$ cat config.mk
export PLATFORM = sky130hd
export DESIGN_NAME = focus_phase_per_transducer
export DESIGN_NICKNAME = d
export VERILOG_FILES = /design/src/hw/rtl/fppt_pkg.sv /design/src/hw/rtl/focus_phase_per_transducer.sv /design/src/hw/rtl/fppt_geom.sv /design/src/hw/rtl/fppt_isqrt.sv /design/src/hw/rtl/fppt_phase.sv
export SDC_FILE = /design/constraint.sdc
export NUM_CORES = 2
export LEC_CHECK = 0
export BUFFER_PORTS_ARGS = -buffer_cell sky130_fd_sc_hd__buf_4
export CAP_MARGIN = 20
export CORE_MARGIN = 8
export CORE_UTILIZATION = 51
export DETAILED_ROUTE_END_ITERATION = 7
export PLACE_DENSITY = 0.67
export SETUP_SLACK_MARGIN = 0.1
export SLEW_MARGIN = 15
export SYNTH_ARGS = -nofsm -noshare
export SYNTH_HDL_FRONTEND = slang
export SYNTH_SLANG_ARGS = --single-unit
$ cat constraint.sdc
create_clock -name clk_i -period 20.9 [get_ports clk_i]
set_input_delay 2.09 -clock clk_i [delete_from_list [all_inputs] [get_ports clk_i]]
set_output_delay 2.09 -clock clk_i [all_outputs]
set_load 0.02 [all_outputs]
$ cat src/hw/rtl/fppt_pkg.sv
// Shared types, widths, constants and table functions for the focus phase pipeline.
package fppt_pkg;

  localparam int CoordInW = 12;
  localparam int HalfW    = 11;
  localparam int BoardW   = 2;
  localparam int ChanW    = 6;

  localparam int PhasePeriod = 512;
  localparam int PhaseW      = $clog2(PhasePeriod);
  localparam logic [PhaseW-1:0] HalfPeriod = PhaseW'(PhasePeriod / 2);

  localparam int PosW    = 11;
  localparam int DiffW   = 13;
  localparam int SqW     = 24;
  localparam int SumW    = 25;
  localparam int FracW   = 4;
  localparam int RadW    = SumW + 2 * FracW;
  localparam int RootW   = (RadW + 1) / 2;
  localparam int RadPadW = 2 * RootW;
  localparam int RemW    = RootW + 1;

  localparam int KsW                = 15;
  localparam logic [KsW-1:0] KsQ12Mag = KsW'(24457);
  localparam int ProdW              = RootW + KsW;
  localparam int MagShift           = 16;

  localparam int NumCols  = 5;
  localparam int ColIdxW  = 3;
  localparam int RowIdxW  = 4;

  localparam logic [HalfW-1:0] HalfHeightRst = HalfW'(675);

  typedef logic signed [DiffW-1:0] diff_t;

  typedef struct packed {
    diff_t dx;
    diff_t dy;
    diff_t dz;
  } diff_vec_t;

  // travels with every item down the pipe
  typedef struct packed {
    logic valid;
    logic bottom;
  } tag_t;

  typedef struct packed {
    logic [ColIdxW-1:0] col;
    logic [RowIdxW-1:0] row;
  } chan_pos_t;

  function automatic logic signed [PosW-1:0] col_x(input logic [ColIdxW-1:0] col);
    logic signed [PosW-1:0] x;
    unique case (col)
      3'd0:    x = PosW'(450);
      3'd1:    x = PosW'(350);
      3'd2:    x = PosW'(250);
      3'd3:    x = PosW'(150);
      default: x = PosW'(50);
    endcase
    return x;
  endfunction

  function automatic logic signed [PosW-1:0] row_z(input logic [RowIdxW-1:0] row);
    logic signed [PosW-1:0] z;
    unique case (row)
      4'd0:    z = -PosW'(450);
      4'd1:    z = -PosW'(350);
      4'd2:    z = -PosW'(250);
      4'd3:    z = -PosW'(150);
      4'd4:    z = -PosW'(50);
      4'd5:    z = PosW'(50);
      4'd6:    z = PosW'(150);
      4'd7:    z = PosW'(250);
      4'd8:    z = PosW'(350);
      default: z = PosW'(450);
    endcase
    return z;
  endfunction

  // column is channel/10 saturated at the last column, row is channel mod 10
  function automatic chan_pos_t chan_split(input logic [ChanW-1:0] ch);
    chan_pos_t        pos;
    logic [2:0]       q;
    logic [ChanW-1:0] tens;
    logic [ChanW-1:0] rem;
    priority if (ch >= ChanW'(60)) q = 3'd6;
    else if (ch >= ChanW'(50))     q = 3'd5;
    else if (ch >= ChanW'(40))     q = 3'd4;
    else if (ch >= ChanW'(30))     q = 3'd3;
    else if (ch >= ChanW'(20))     q = 3'd2;
    else if (ch >= ChanW'(10))     q = 3'd1;
    else                           q = 3'd0;
    tens    = ChanW'({q, 3'b000}) + ChanW'({q, 1'b0});
    rem     = ch - tens;
    pos.row = rem[RowIdxW-1:0];
    pos.col = (q > ColIdxW'(NumCols - 1)) ? ColIdxW'(NumCols - 1) : q;
    return pos;
  endfunction

endpackage

$ cat src/hw/rtl/focus_phase_per_transducer.sv
// Throughput: one transducer per cycle unless in_stall_o holds the input;
// 3 geometry stages, 17 root stages (one root bit each), one multiply stage
// and the output register.
// A skid stage behind the output register makes in_stall_o a registered signal.
// Reset clears all valid bits and loads half_height with 675.
module focus_phase_per_transducer import fppt_pkg::*; (
  input  logic                       clk_i,
  input  logic                       rst_ni,
  input  logic                       cfg_we_i,
  input  logic [HalfW-1:0]           cfg_wdata_i,
  input  logic                       in_valid_i,
  output logic                       in_stall_o,
  input  logic signed [CoordInW-1:0] target_x_i,
  input  logic signed [CoordInW-1:0] target_y_i,
  input  logic signed [CoordInW-1:0] target_z_i,
  input  logic [BoardW-1:0]          board_i,
  input  logic [ChanW-1:0]           channel_i,
  output logic                       out_valid_o,
  input  logic                       out_stall_i,
  output logic [PhaseW-1:0]          phase_o
);

  logic [HalfW-1:0] half_height_q;
  logic             advance;
  tag_t             geom_tag;
  logic [SumW-1:0]  geom_sum;
  tag_t             root_tag;
  logic [RootW-1:0] root;

  always_ff @(posedge clk_i or negedge rst_ni) begin
    if (!rst_ni) begin
      half_height_q <= HalfHeightRst;
    end else if (cfg_we_i) begin
      half_height_q <= cfg_wdata_i;
    end
  end

  assign in_stall_o = !advance;

  fppt_geom u_geom (
    .clk_i         (clk_i),
    .rst_ni        (rst_ni),
    .advance_i     (advance),
    .valid_i       (in_valid_i),
    .target_x_i    (target_x_i),
    .target_y_i    (target_y_i),
    .target_z_i    (target_z_i),
    .board_i       (board_i),
    .channel_i     (channel_i),
    .half_height_i (half_height_q),
    .tag_o         (geom_tag),
    .sum_o         (geom_sum)
  );

  fppt_isqrt u_isqrt (
    .clk_i     (clk_i),
    .rst_ni    (rst_ni),
    .advance_i (advance),
    .tag_i     (geom_tag),
    .sum_i     (geom_sum),
    .tag_o     (root_tag),
    .root_o    (root)
  );

  fppt_phase u_phase (
    .clk_i       (clk_i),
    .rst_ni      (rst_ni),
    .tag_i       (root_tag),
    .root_i      (root),
    .out_stall_i (out_stall_i),
    .advance_o   (advance),
    .out_valid_o (out_valid_o),
    .phase_o     (phase_o)
  );

endmodule

$ cat src/hw/rtl/fppt_geom.sv
// Geometry stages: coordinate differences, squares and squared distance.
module fppt_geom import fppt_pkg::*; (
  input  logic                       clk_i,
  input  logic                       rst_ni,
  input  logic                       advance_i,
  input  logic                       valid_i,
  input  logic signed [CoordInW-1:0] target_x_i,
  input  logic signed [CoordInW-1:0] target_y_i,
  input  logic signed [CoordInW-1:0] target_z_i,
  input  logic [BoardW-1:0]          board_i,
  input  logic [ChanW-1:0]           channel_i,
  input  logic [HalfW-1:0]           half_height_i,
  output tag_t                       tag_o,
  output logic [SumW-1:0]            sum_o
);

  chan_pos_t              pos;
  logic signed [PosW-1:0] cx;
  logic signed [PosW-1:0] px;
  logic signed [PosW-1:0] pz;
  diff_t                  hh;
  diff_t                  py;
  diff_t                  tx;
  diff_t                  ty;
  diff_t                  tz;
  diff_vec_t              d1_d, d1_q;
  tag_t                   tag1_d, tag1_q, tag2_q, tag3_q;

  logic signed [2*DiffW-1:0] px2, py2, pz2;
  logic [SqW-1:0]            sqx_d, sqy_d, sqz_d;
  logic [SqW-1:0]            sqx_q, sqy_q, sqz_q;
  logic [SumW-1:0]           sum_d, sum_q;

  // stage 1: transducer position and differences
  always_comb begin
    pos  = chan_split(channel_i);
    cx   = col_x(pos.col);
    px   = board_i[0] ? -cx : cx;
    pz   = row_z(pos.row);
    hh   = {{(DiffW-HalfW){1'b0}}, half_height_i};
    py   = board_i[1] ? -hh : hh;
    tx   = {{(DiffW-CoordInW){target_x_i[CoordInW-1]}}, target_x_i};
    ty   = {{(DiffW-CoordInW){target_y_i[CoordInW-1]}}, target_y_i};
    tz   = {{(DiffW-CoordInW){target_z_i[CoordInW-1]}}, target_z_i};
    d1_d.dx = tx - {{(DiffW-PosW){px[PosW-1]}}, px};
    d1_d.dy = ty - py;
    d1_d.dz = tz - {{(DiffW-PosW){pz[PosW-1]}}, pz};
    tag1_d.valid  = valid_i;
    tag1_d.bottom = board_i[1];
  end

  // stage 2: squares, each below 2^SqW
  always_comb begin
    px2   = d1_q.dx * d1_q.dx;
    py2   = d1_q.dy * d1_q.dy;
    pz2   = d1_q.dz * d1_q.dz;
    sqx_d = px2[SqW-1:0];
    sqy_d = py2[SqW-1:0];
    sqz_d = pz2[SqW-1:0];
  end

  // stage 3: sum
  assign sum_d = SumW'(sqx_q) + SumW'(sqy_q) + SumW'(sqz_q);

  always_ff @(posedge clk_i or negedge rst_ni) begin
    if (!rst_ni) begin
      tag1_q <= '0;
      tag2_q <= '0;
      tag3_q <= '0;
    end else if (advance_i) begin
      tag1_q <= tag1_d;
      tag2_q <= tag1_q;
      tag3_q <= tag2_q;
    end
  end

  always_ff @(posedge clk_i) begin
    if (advance_i) begin
      d1_q  <= d1_d;
      sqx_q <= sqx_d;
      sqy_q <= sqy_d;
      sqz_q <= sqz_d;
      sum_q <= sum_d;
    end
  end

  assign tag_o = tag3_q;
  assign sum_o = sum_q;

endmodule

$ cat src/hw/rtl/fppt_isqrt.sv
// Pipelined restoring square root, one result bit per stage, 4 fractional bits.
module fppt_isqrt import fppt_pkg::*; (
  input  logic             clk_i,
  input  logic             rst_ni,
  input  logic             advance_i,
  input  tag_t             tag_i,
  input  logic [SumW-1:0]  sum_i,
  output tag_t             tag_o,
  output logic [RootW-1:0] root_o
);

  logic [RadPadW-1:0] rad_in  [RootW];
  logic [RemW-1:0]    rem_in  [RootW];
  logic [RootW-1:0]   root_in [RootW];
  tag_t               tag_in  [RootW];

  logic [RadPadW-1:0] rad_d  [RootW];
  logic [RemW-1:0]    rem_d  [RootW];
  logic [RootW-1:0]   root_d [RootW];

  logic [RadPadW-1:0] rad_q  [RootW-1];
  logic [RemW-1:0]    rem_q  [RootW-1];
  logic [RootW-1:0]   root_q [RootW];
  tag_t               tag_q  [RootW];

  for (genvar k = 0; k < RootW; k++) begin : g_stage
    logic [RemW+1:0] cur;
    logic [RemW+1:0] trial;
    logic            ge;

    if (k == 0) begin : g_head
      // radicand is sum * 256
      assign rad_in[k]  = RadPadW'({sum_i, {(2*FracW){1'b0}}});
      assign rem_in[k]  = '0;
      assign root_in[k] = '0;
      assign tag_in[k]  = tag_i;
    end else begin : g_body
      assign rad_in[k]  = rad_q[k-1];
      assign rem_in[k]  = rem_q[k-1];
      assign root_in[k] = root_q[k-1];
      assign tag_in[k]  = tag_q[k-1];
    end

    always_comb begin
      cur       = {rem_in[k], rad_in[k][RadPadW-1 -: 2]};
      trial     = (RemW+2)'({root_in[k], 2'b01});
      ge        = (cur >= trial);
      rem_d[k]  = ge ? RemW'(cur - trial) : RemW'(cur);
      root_d[k] = {root_in[k][RootW-2:0], ge};
      rad_d[k]  = {rad_in[k][RadPadW-3:0], 2'b00};
    end

    always_ff @(posedge clk_i or negedge rst_ni) begin
      if (!rst_ni) begin
        tag_q[k] <= '0;
      end else if (advance_i) begin
        tag_q[k] <= tag_in[k];
      end
    end

    always_ff @(posedge clk_i) begin
      if (advance_i) begin
        root_q[k] <= root_d[k];
      end
    end

    if (k < RootW - 1) begin : g_fwd
      always_ff @(posedge clk_i) begin
        if (advance_i) begin
          rad_q[k] <= rad_d[k];
          rem_q[k] <= rem_d[k];
        end
      end
    end
  end

  assign tag_o  = tag_q[RootW-1];
  assign root_o = root_q[RootW-1];

endmodule

$ cat src/hw/rtl/fppt_phase.sv
// Distance to phase scaling, wrap into the period, output register and skid stage.
module fppt_phase import fppt_pkg::*; (
  input  logic              clk_i,
  input  logic              rst_ni,
  input  tag_t              tag_i,
  input  logic [RootW-1:0]  root_i,
  input  logic              out_stall_i,
  output logic              advance_o,
  output logic              out_valid_o,
  output logic [PhaseW-1:0] phase_o
);

  tag_t              mtag_q;
  logic [ProdW-1:0]  prod_q;
  logic [PhaseW-1:0] phase_d;
  logic              push;

  logic              out_v_d, out_v_q;
  logic [PhaseW-1:0] out_ph_d, out_ph_q;
  logic              skid_v_d, skid_v_q;
  logic [PhaseW-1:0] skid_ph_d, skid_ph_q;

  assign advance_o = !skid_v_q;
  assign push      = advance_o && mtag_q.valid;

  // magnitude is floor(D*K/2^16); phase is its negation mod the period, plus half a period for the bottom board
  always_comb begin
    phase_d = PhaseW'(0) - prod_q[MagShift +: PhaseW];
    if (mtag_q.bottom) begin
      phase_d = phase_d + HalfPeriod;
    end
  end

  always_comb begin
    out_v_d   = out_v_q;
    out_ph_d  = out_ph_q;
    skid_v_d  = skid_v_q;
    skid_ph_d = skid_ph_q;
    if (!out_v_q || !out_stall_i) begin
      if (skid_v_q) begin
        out_v_d  = 1'b1;
        out_ph_d = skid_ph_q;
        skid_v_d = 1'b0;
      end else begin
        out_v_d  = push;
        out_ph_d = phase_d;
      end
    end else if (push) begin
      skid_v_d  = 1'b1;
      skid_ph_d = phase_d;
    end
  end

  always_ff @(posedge clk_i or negedge rst_ni) begin
    if (!rst_ni) begin
      mtag_q   <= '0;
      out_v_q  <= 1'b0;
      skid_v_q <= 1'b0;
    end else begin
      if (advance_o) begin
        mtag_q <= tag_i;
      end
      out_v_q  <= out_v_d;
      skid_v_q <= skid_v_d;
    end
  end

  always_ff @(posedge clk_i) begin
    if (advance_o) begin
      prod_q <= ProdW'(root_i) * ProdW'(KsQ12Mag);
    end
    out_ph_q  <= out_ph_d;
    skid_ph_q <= skid_ph_d;
  end

  assign out_valid_o = out_v_q;
  assign phase_o     = out_ph_q;

endmodule

[Word-level counts from Yosys, hierarchy flattened]
Memory sizes are Yosys's and may differ from the RTL's.
Index checks and enable logic that the tools add are counted.
Word-level totals
  register bits after elaboration: 234
  input bits: 60
  memories: 4
  output and inout port bits: 11
  RAM bits: 1089
  ROM bits: 144
Operators by class
  bitwise gates (word level): 1
  multiply operators: 4
  magnitude comparators: 24
  equal/unequal tests: 3
  mux-type cells: 32
  reductions and logical operators: 8
  add/sub/neg operators: 27
Memories
  u_isqrt.rad_q: words 16, bits a word 32, rd ports 16, clocked after Yosys merged registers in 0, write ports 16, line fppt_isqrt.sv:21  | logic [RadPadW-1:0] rad_q [RootW-1];
  u_isqrt.root_q: words 17, bits a word 17, rd ports 17, clocked after Yosys merged registers in 0, write ports 17, line fppt_isqrt.sv:23  | logic [RootW-1:0] root_q [RootW];
  u_isqrt.rem_q: words 16, bits a word 18, rd ports 16, clocked after Yosys merged registers in 0, write ports 16, line fppt_isqrt.sv:22  | logic [RemW-1:0] rem_q [RootW-1];
  (no name shown): words 16, bits a word 9, rd ports 1, clocked after Yosys merged registers in 0, write ports 0, line fppt_pkg.sv:67  | unique case (row)
Operators by type and width (number)
  $ge 20x19->1: 16
  $mux 18: 16
  $sub 18x18->18: 15
  $mul 13x13->24: 3
  $pmux 9 s4: 1
  $sub 12x11->13: 2
  $add 24x24->25: 1
  $add 25x24->25: 1
  $mul 17x15->25 const B: 1
  $ge 6x6->1 const B: 3
  $mux 3: 6
  $mux 9: 2
  $mux 13: 1
  $neg 11->13: 1
  $sub 12x13->13: 1
  $ge 6x5->1 const B: 2
  $mux 11: 1
  $neg 9->11: 1
  $add 9x9->9 const B: 1
  $sub 1x9->9 const A: 1
  $eq 3x2->1 const B: 2
  $ge 6x4->1 const B: 1
  $mux 1: 5
  $add 4x4->4: 1
  other kinds (12): 14

[Longest topological paths before layout]
  depth after elaboration: 14
  mapped depth: 24
  depth with buffers taken out: 22

[Cells and area by module]
A second synthesis with hierarchy kept.
Second synthesis, totals
  cells, all modules: 5036
  area total of the unflattened synthesis: 57855.5 um^2
Modules (own cells, without submodules)
  fppt_isqrt: seq. area each 17967.2 um^2, cells an instance 2260, times used 1, area an instance 28830.2 um^2
  fppt_geom: seq. area each 4144.0 um^2, cells an instance 2308, times used 1, area an instance 23592.6 um^2
  fppt_phase: seq. area each 910.9 um^2, cells an instance 444, times used 1, area an instance 4974.8 um^2
  focus_phase_per_transducer: seq. area each 281.5 um^2, cells an instance 24, times used 1, area an instance 457.9 um^2

[Worst setup path before layout]
Ideal clock, no wire load.
  path type: register -> register
  start point: register u_phase.skid_v_q
  end point: register u_geom.d1_q[0] (netlist name) (enable)
  data arrival time: 13.669 ns
  buffers on the path: 1
  slack: 1.650 ns
  required time: 15.319 ns
  stages on the path, launching flop included: 3
  clock period less this slack: 19.250 ns
  library setup time: 5.581 ns
  path through: dfrtp_1 > clkbuf_1 > clkinv_1
RTL lines
  start, declared: line fppt_phase.sv:20  | logic skid_v_d, skid_v_q;
  start signal, assigned: line fppt_phase.sv:64  | skid_v_q <= skid_v_d;
  end signal, assigned: line fppt_geom.sv:79  | d1_q <= d1_d;
  end, declared: line fppt_geom.sv:26  | diff_vec_t d1_d, d1_q;
No word-level cell between the ends.

[Worst setup path in the final report]
  start point: register u_geom.d1_q[11] (netlist name)
  end point: register u_geom.sqz_q[23], data pin
On the way
  word-level cells in the longest chain between the ends: 1
Ends and longest elaborated chain
  $mul 13x13->24: line fppt_geom.sv:56  | pz2 = d1_q.dz * d1_q.dz;
  via u_geom.pz2[23]: line fppt_geom.sv:29  | logic signed [2*DiffW-1:0] px2, py2, pz2;
  end signal, assigned: line fppt_geom.sv:82  | sqz_q <= sqz_d;
  end, declared: line fppt_geom.sv:31  | logic [SqW-1:0] sqx_q, sqy_q, sqz_q;
The timed path passes the listed nets, and every way through them passes these cells.
A chain may end at the register's enable or synchronous reset.

==> flow_metrics.tcl <==
set metrics [dict create \
    cap_viol_max_count 0 \
    multiInputGateArea_um2 30600 \
    wire_per_inst_um 15.6 \
    drive_gt1_frac 0.0738 \
    cts_setup_buffers 0 \
    clkSlewWorstSetupHoldPaths_ns 0.06 \
    dpl_worst_slack_ns 14.19 \
    cp.buffers_inverters 3 \
    grt_pass1_wl_um 174000 \
    synth_cell_type_count 95 \
    antennaDiodeCount 0 \
    vias_per_cell 5.16 \
    grt_pass1_vias 35600 \
    overflow 0 \
    cts_root_buf "clkbuf_16" \
    nets 6114 \
    crit_arrival_ns 6.74 \
    rows 123 \
    cp_slowest_cell "edfxtp_1" \
    io_pins 71 \
    hold_viol_final 0 \
    grt_max_degree 207 \
    setup_slack_ns 14.53 \
    required_ns 21.27 \
    n_fill_cell 9529 \
    syn_area_um2 57400 \
    grt_use_total 0.170 \
    clock-sinks 785 \
    max_slew_margin 0.284 \
    core_area_um2 112000 \
    start_util 0.513 \
    layout_common_cells "inv_1, edfxtp_1, ha_1" \
    seqCellArea_um2 23300 \
    grt_setup_unrepaired "no" \
    async_flop_share 0.0701 \
    drc 0 \
    area_growth_pct 8.69 \
    fin_crit_ns 6.37 \
    cp_cell_sequence "inv_1, nor2_1, inv_1, fa_1, inv_1, fa_1, fa_1, fa_1, fa_1, ha_1, ha_1, a21o_1, a21o_1, a21oi_1, nor2_1, a221oi_1, a21oi_1, a41oi_1, xnor2_1" \
    die_h_um 352 \
    postCtsResizedCells 0 \
    critPathLaunchType "flip-flop" \
    cp-end-kind "flip-flop" \
    ys_warn_count 0 \
    dp_hpwl_um 78700 \
    totalNegativeSetupSlack_ns 0 \
    ys_seq_area_frac 0.406 \
    drt_iter0_markers 1780 \
    worstSetupPathType "reg -> reg" \
    max_stage_delay_ns 0.64 \
    cts_hold_buf 0 \
    synthesis.nets 6021 \
    htree_num_levels 3 \
    slew_violations 0 \
    syn_avg_cell_area_um2 11.7 \
    cts_tree "done" \
    syn_inst 4925 \
    cts_buffer_depth 3 \
    crit_top_cell "fa_1" \
    antenna_found_initial 0 \
    synthFlopType "edfxtp_1" \
    ys_seq_elements 785 \
    fp.dieW_um 352 \
    clock_latency_ns 0.65 \
    routed_wl_um 103000 \
    dr.pass1.iters 5 \
    cp_top_family "adder cells" \
    status "finished clean" \
    final_common_cell "inv_1" \
    regToRegSetupSlack_ns 14.53 \
    io_buffers 70 \
    ant_nets 0 \
    fmax_mhz 157 \
    hold_class "reg -> reg" \
    finalSetupViolations 0 \
    cts_buffers 87 \
    globalplace.congestion 0.852 \
    fin_crit_sh 0.305 \
    num_vias 34000 \
    synth_edf_count 730 \
    worst_pin_slew_ns 1.07 \
    die-area_um2 124000 \
    worstPathMaxFanout 12 \
    finalClockSkew_ns 0.0396 \
]
cell families (layout without fill, tap and decap cells):
group                      count (synthesis)  in the layout  synth area share
and+or+nand+nor                         1039           1039            0.0882
muxes                                    112            112            0.0225
adders and majority gates               1036           1036             0.291
other                                      1              1         0.0000653
xor gates and xnor gates                 371            371            0.0569
buffers and inverters                    936           1094            0.0618
AOI/OAI and AO/OA                        645            645            0.0736
DFF                                      785            785             0.406
cells in the mapped netlist (24+ instances only):
master,instances,area [µm²]
inv_1,852,3200
edfxtp_1,730,21900
ha_1,534,6680
fa_1,502,10000
nand2_1,311,1170
nor2_1,249,935
xnor2_1,246,2150
a21oi_1,170,851
o21ai_0,132,661
xor2_1,123,1080
and2_1,92,576
nor3_1,92,460
mux2_2,89,1000
a21o_1,70,526
clkbuf_1,65,244
o21a_1,63,473
nor2b_1,56,350
dfrtp_1,50,1250
nand3_1,45,225
nand2b_1,37,231
or3_1,27,169
a21boi_0,26,195
o31ai_1,25,188
and3_1,24,150
stage by stage:
stage | instances | utilization | hold slack, ns | cell area, µm²
floorplan | 4925 | - | 0.400 | 57400
global placement | 6428 | 0.532 | 0.400 | 59600
detailed placement | 6428 | 0.532 | 0.405 | 59600
CTS | 6582 | 0.557 | 0.401 | 62400
global route | 6583 | 0.557 | 0.402 | 62400
finish | 6583 | 0.557 | 0.396 | 62400
final timing paths:
kind                                  startpoint               endpoint  depth (start not counted)
hold reg to reg            u_isqrt.rad_q[0][220]  u_isqrt.rad_q[0][254]                          0
min in group asynchronous                 rst_ni    u_phase.out_valid_o                          1
max in group asynchronous                 rst_ni       u_phase.skid_v_q                          1
setup / recovery                 u_geom.d1_q[11]       u_geom.sqz_q[23]                         19
setup reg to reg                 u_geom.d1_q[11]       u_geom.sqz_q[23]                         19
hold / removal             u_isqrt.rad_q[0][220]  u_isqrt.rad_q[0][254]                          0
sequential cells by signal, indices dropped and copies added, names as in the netlist, 11 cells and up:
signal	cells
half_height_q	11
u_geom.d1_q	39
u_geom.sqx_q	23
u_geom.sqy_q	23
u_geom.sqz_q	23
u_geom.sum_o	25
u_isqrt.rad_q	156
u_isqrt.rem_q	261
u_isqrt.root_q	153
u_isqrt.tag_in	32
routing by layer:
layer,wire (µm),GRT usage,vias to the layer above,part of all wire
li1,-,-,16800,-
met1,45500,0.221,16700,0.44
met2,51600,0.301,385,0.50
met3,3240,0.0221,130,0.032
met4,2320,0.0477,0,0.023
met5,0,0,-,0
area by class of cell:
cell class,count,area share
Clock buffer,109,0.0386
Clock inverter,45,0.00627
Inverter,856,0.0516
Multi-Input combinational cell,3204,0.490
Sequential cell,785,0.373
Tap cell,1500,0.0301
Timing Repair Buffer,84,0.0104
Power is not shown: default switching activity piles up to over one toggle a cycle in this logic, so the estimate is an artifact.
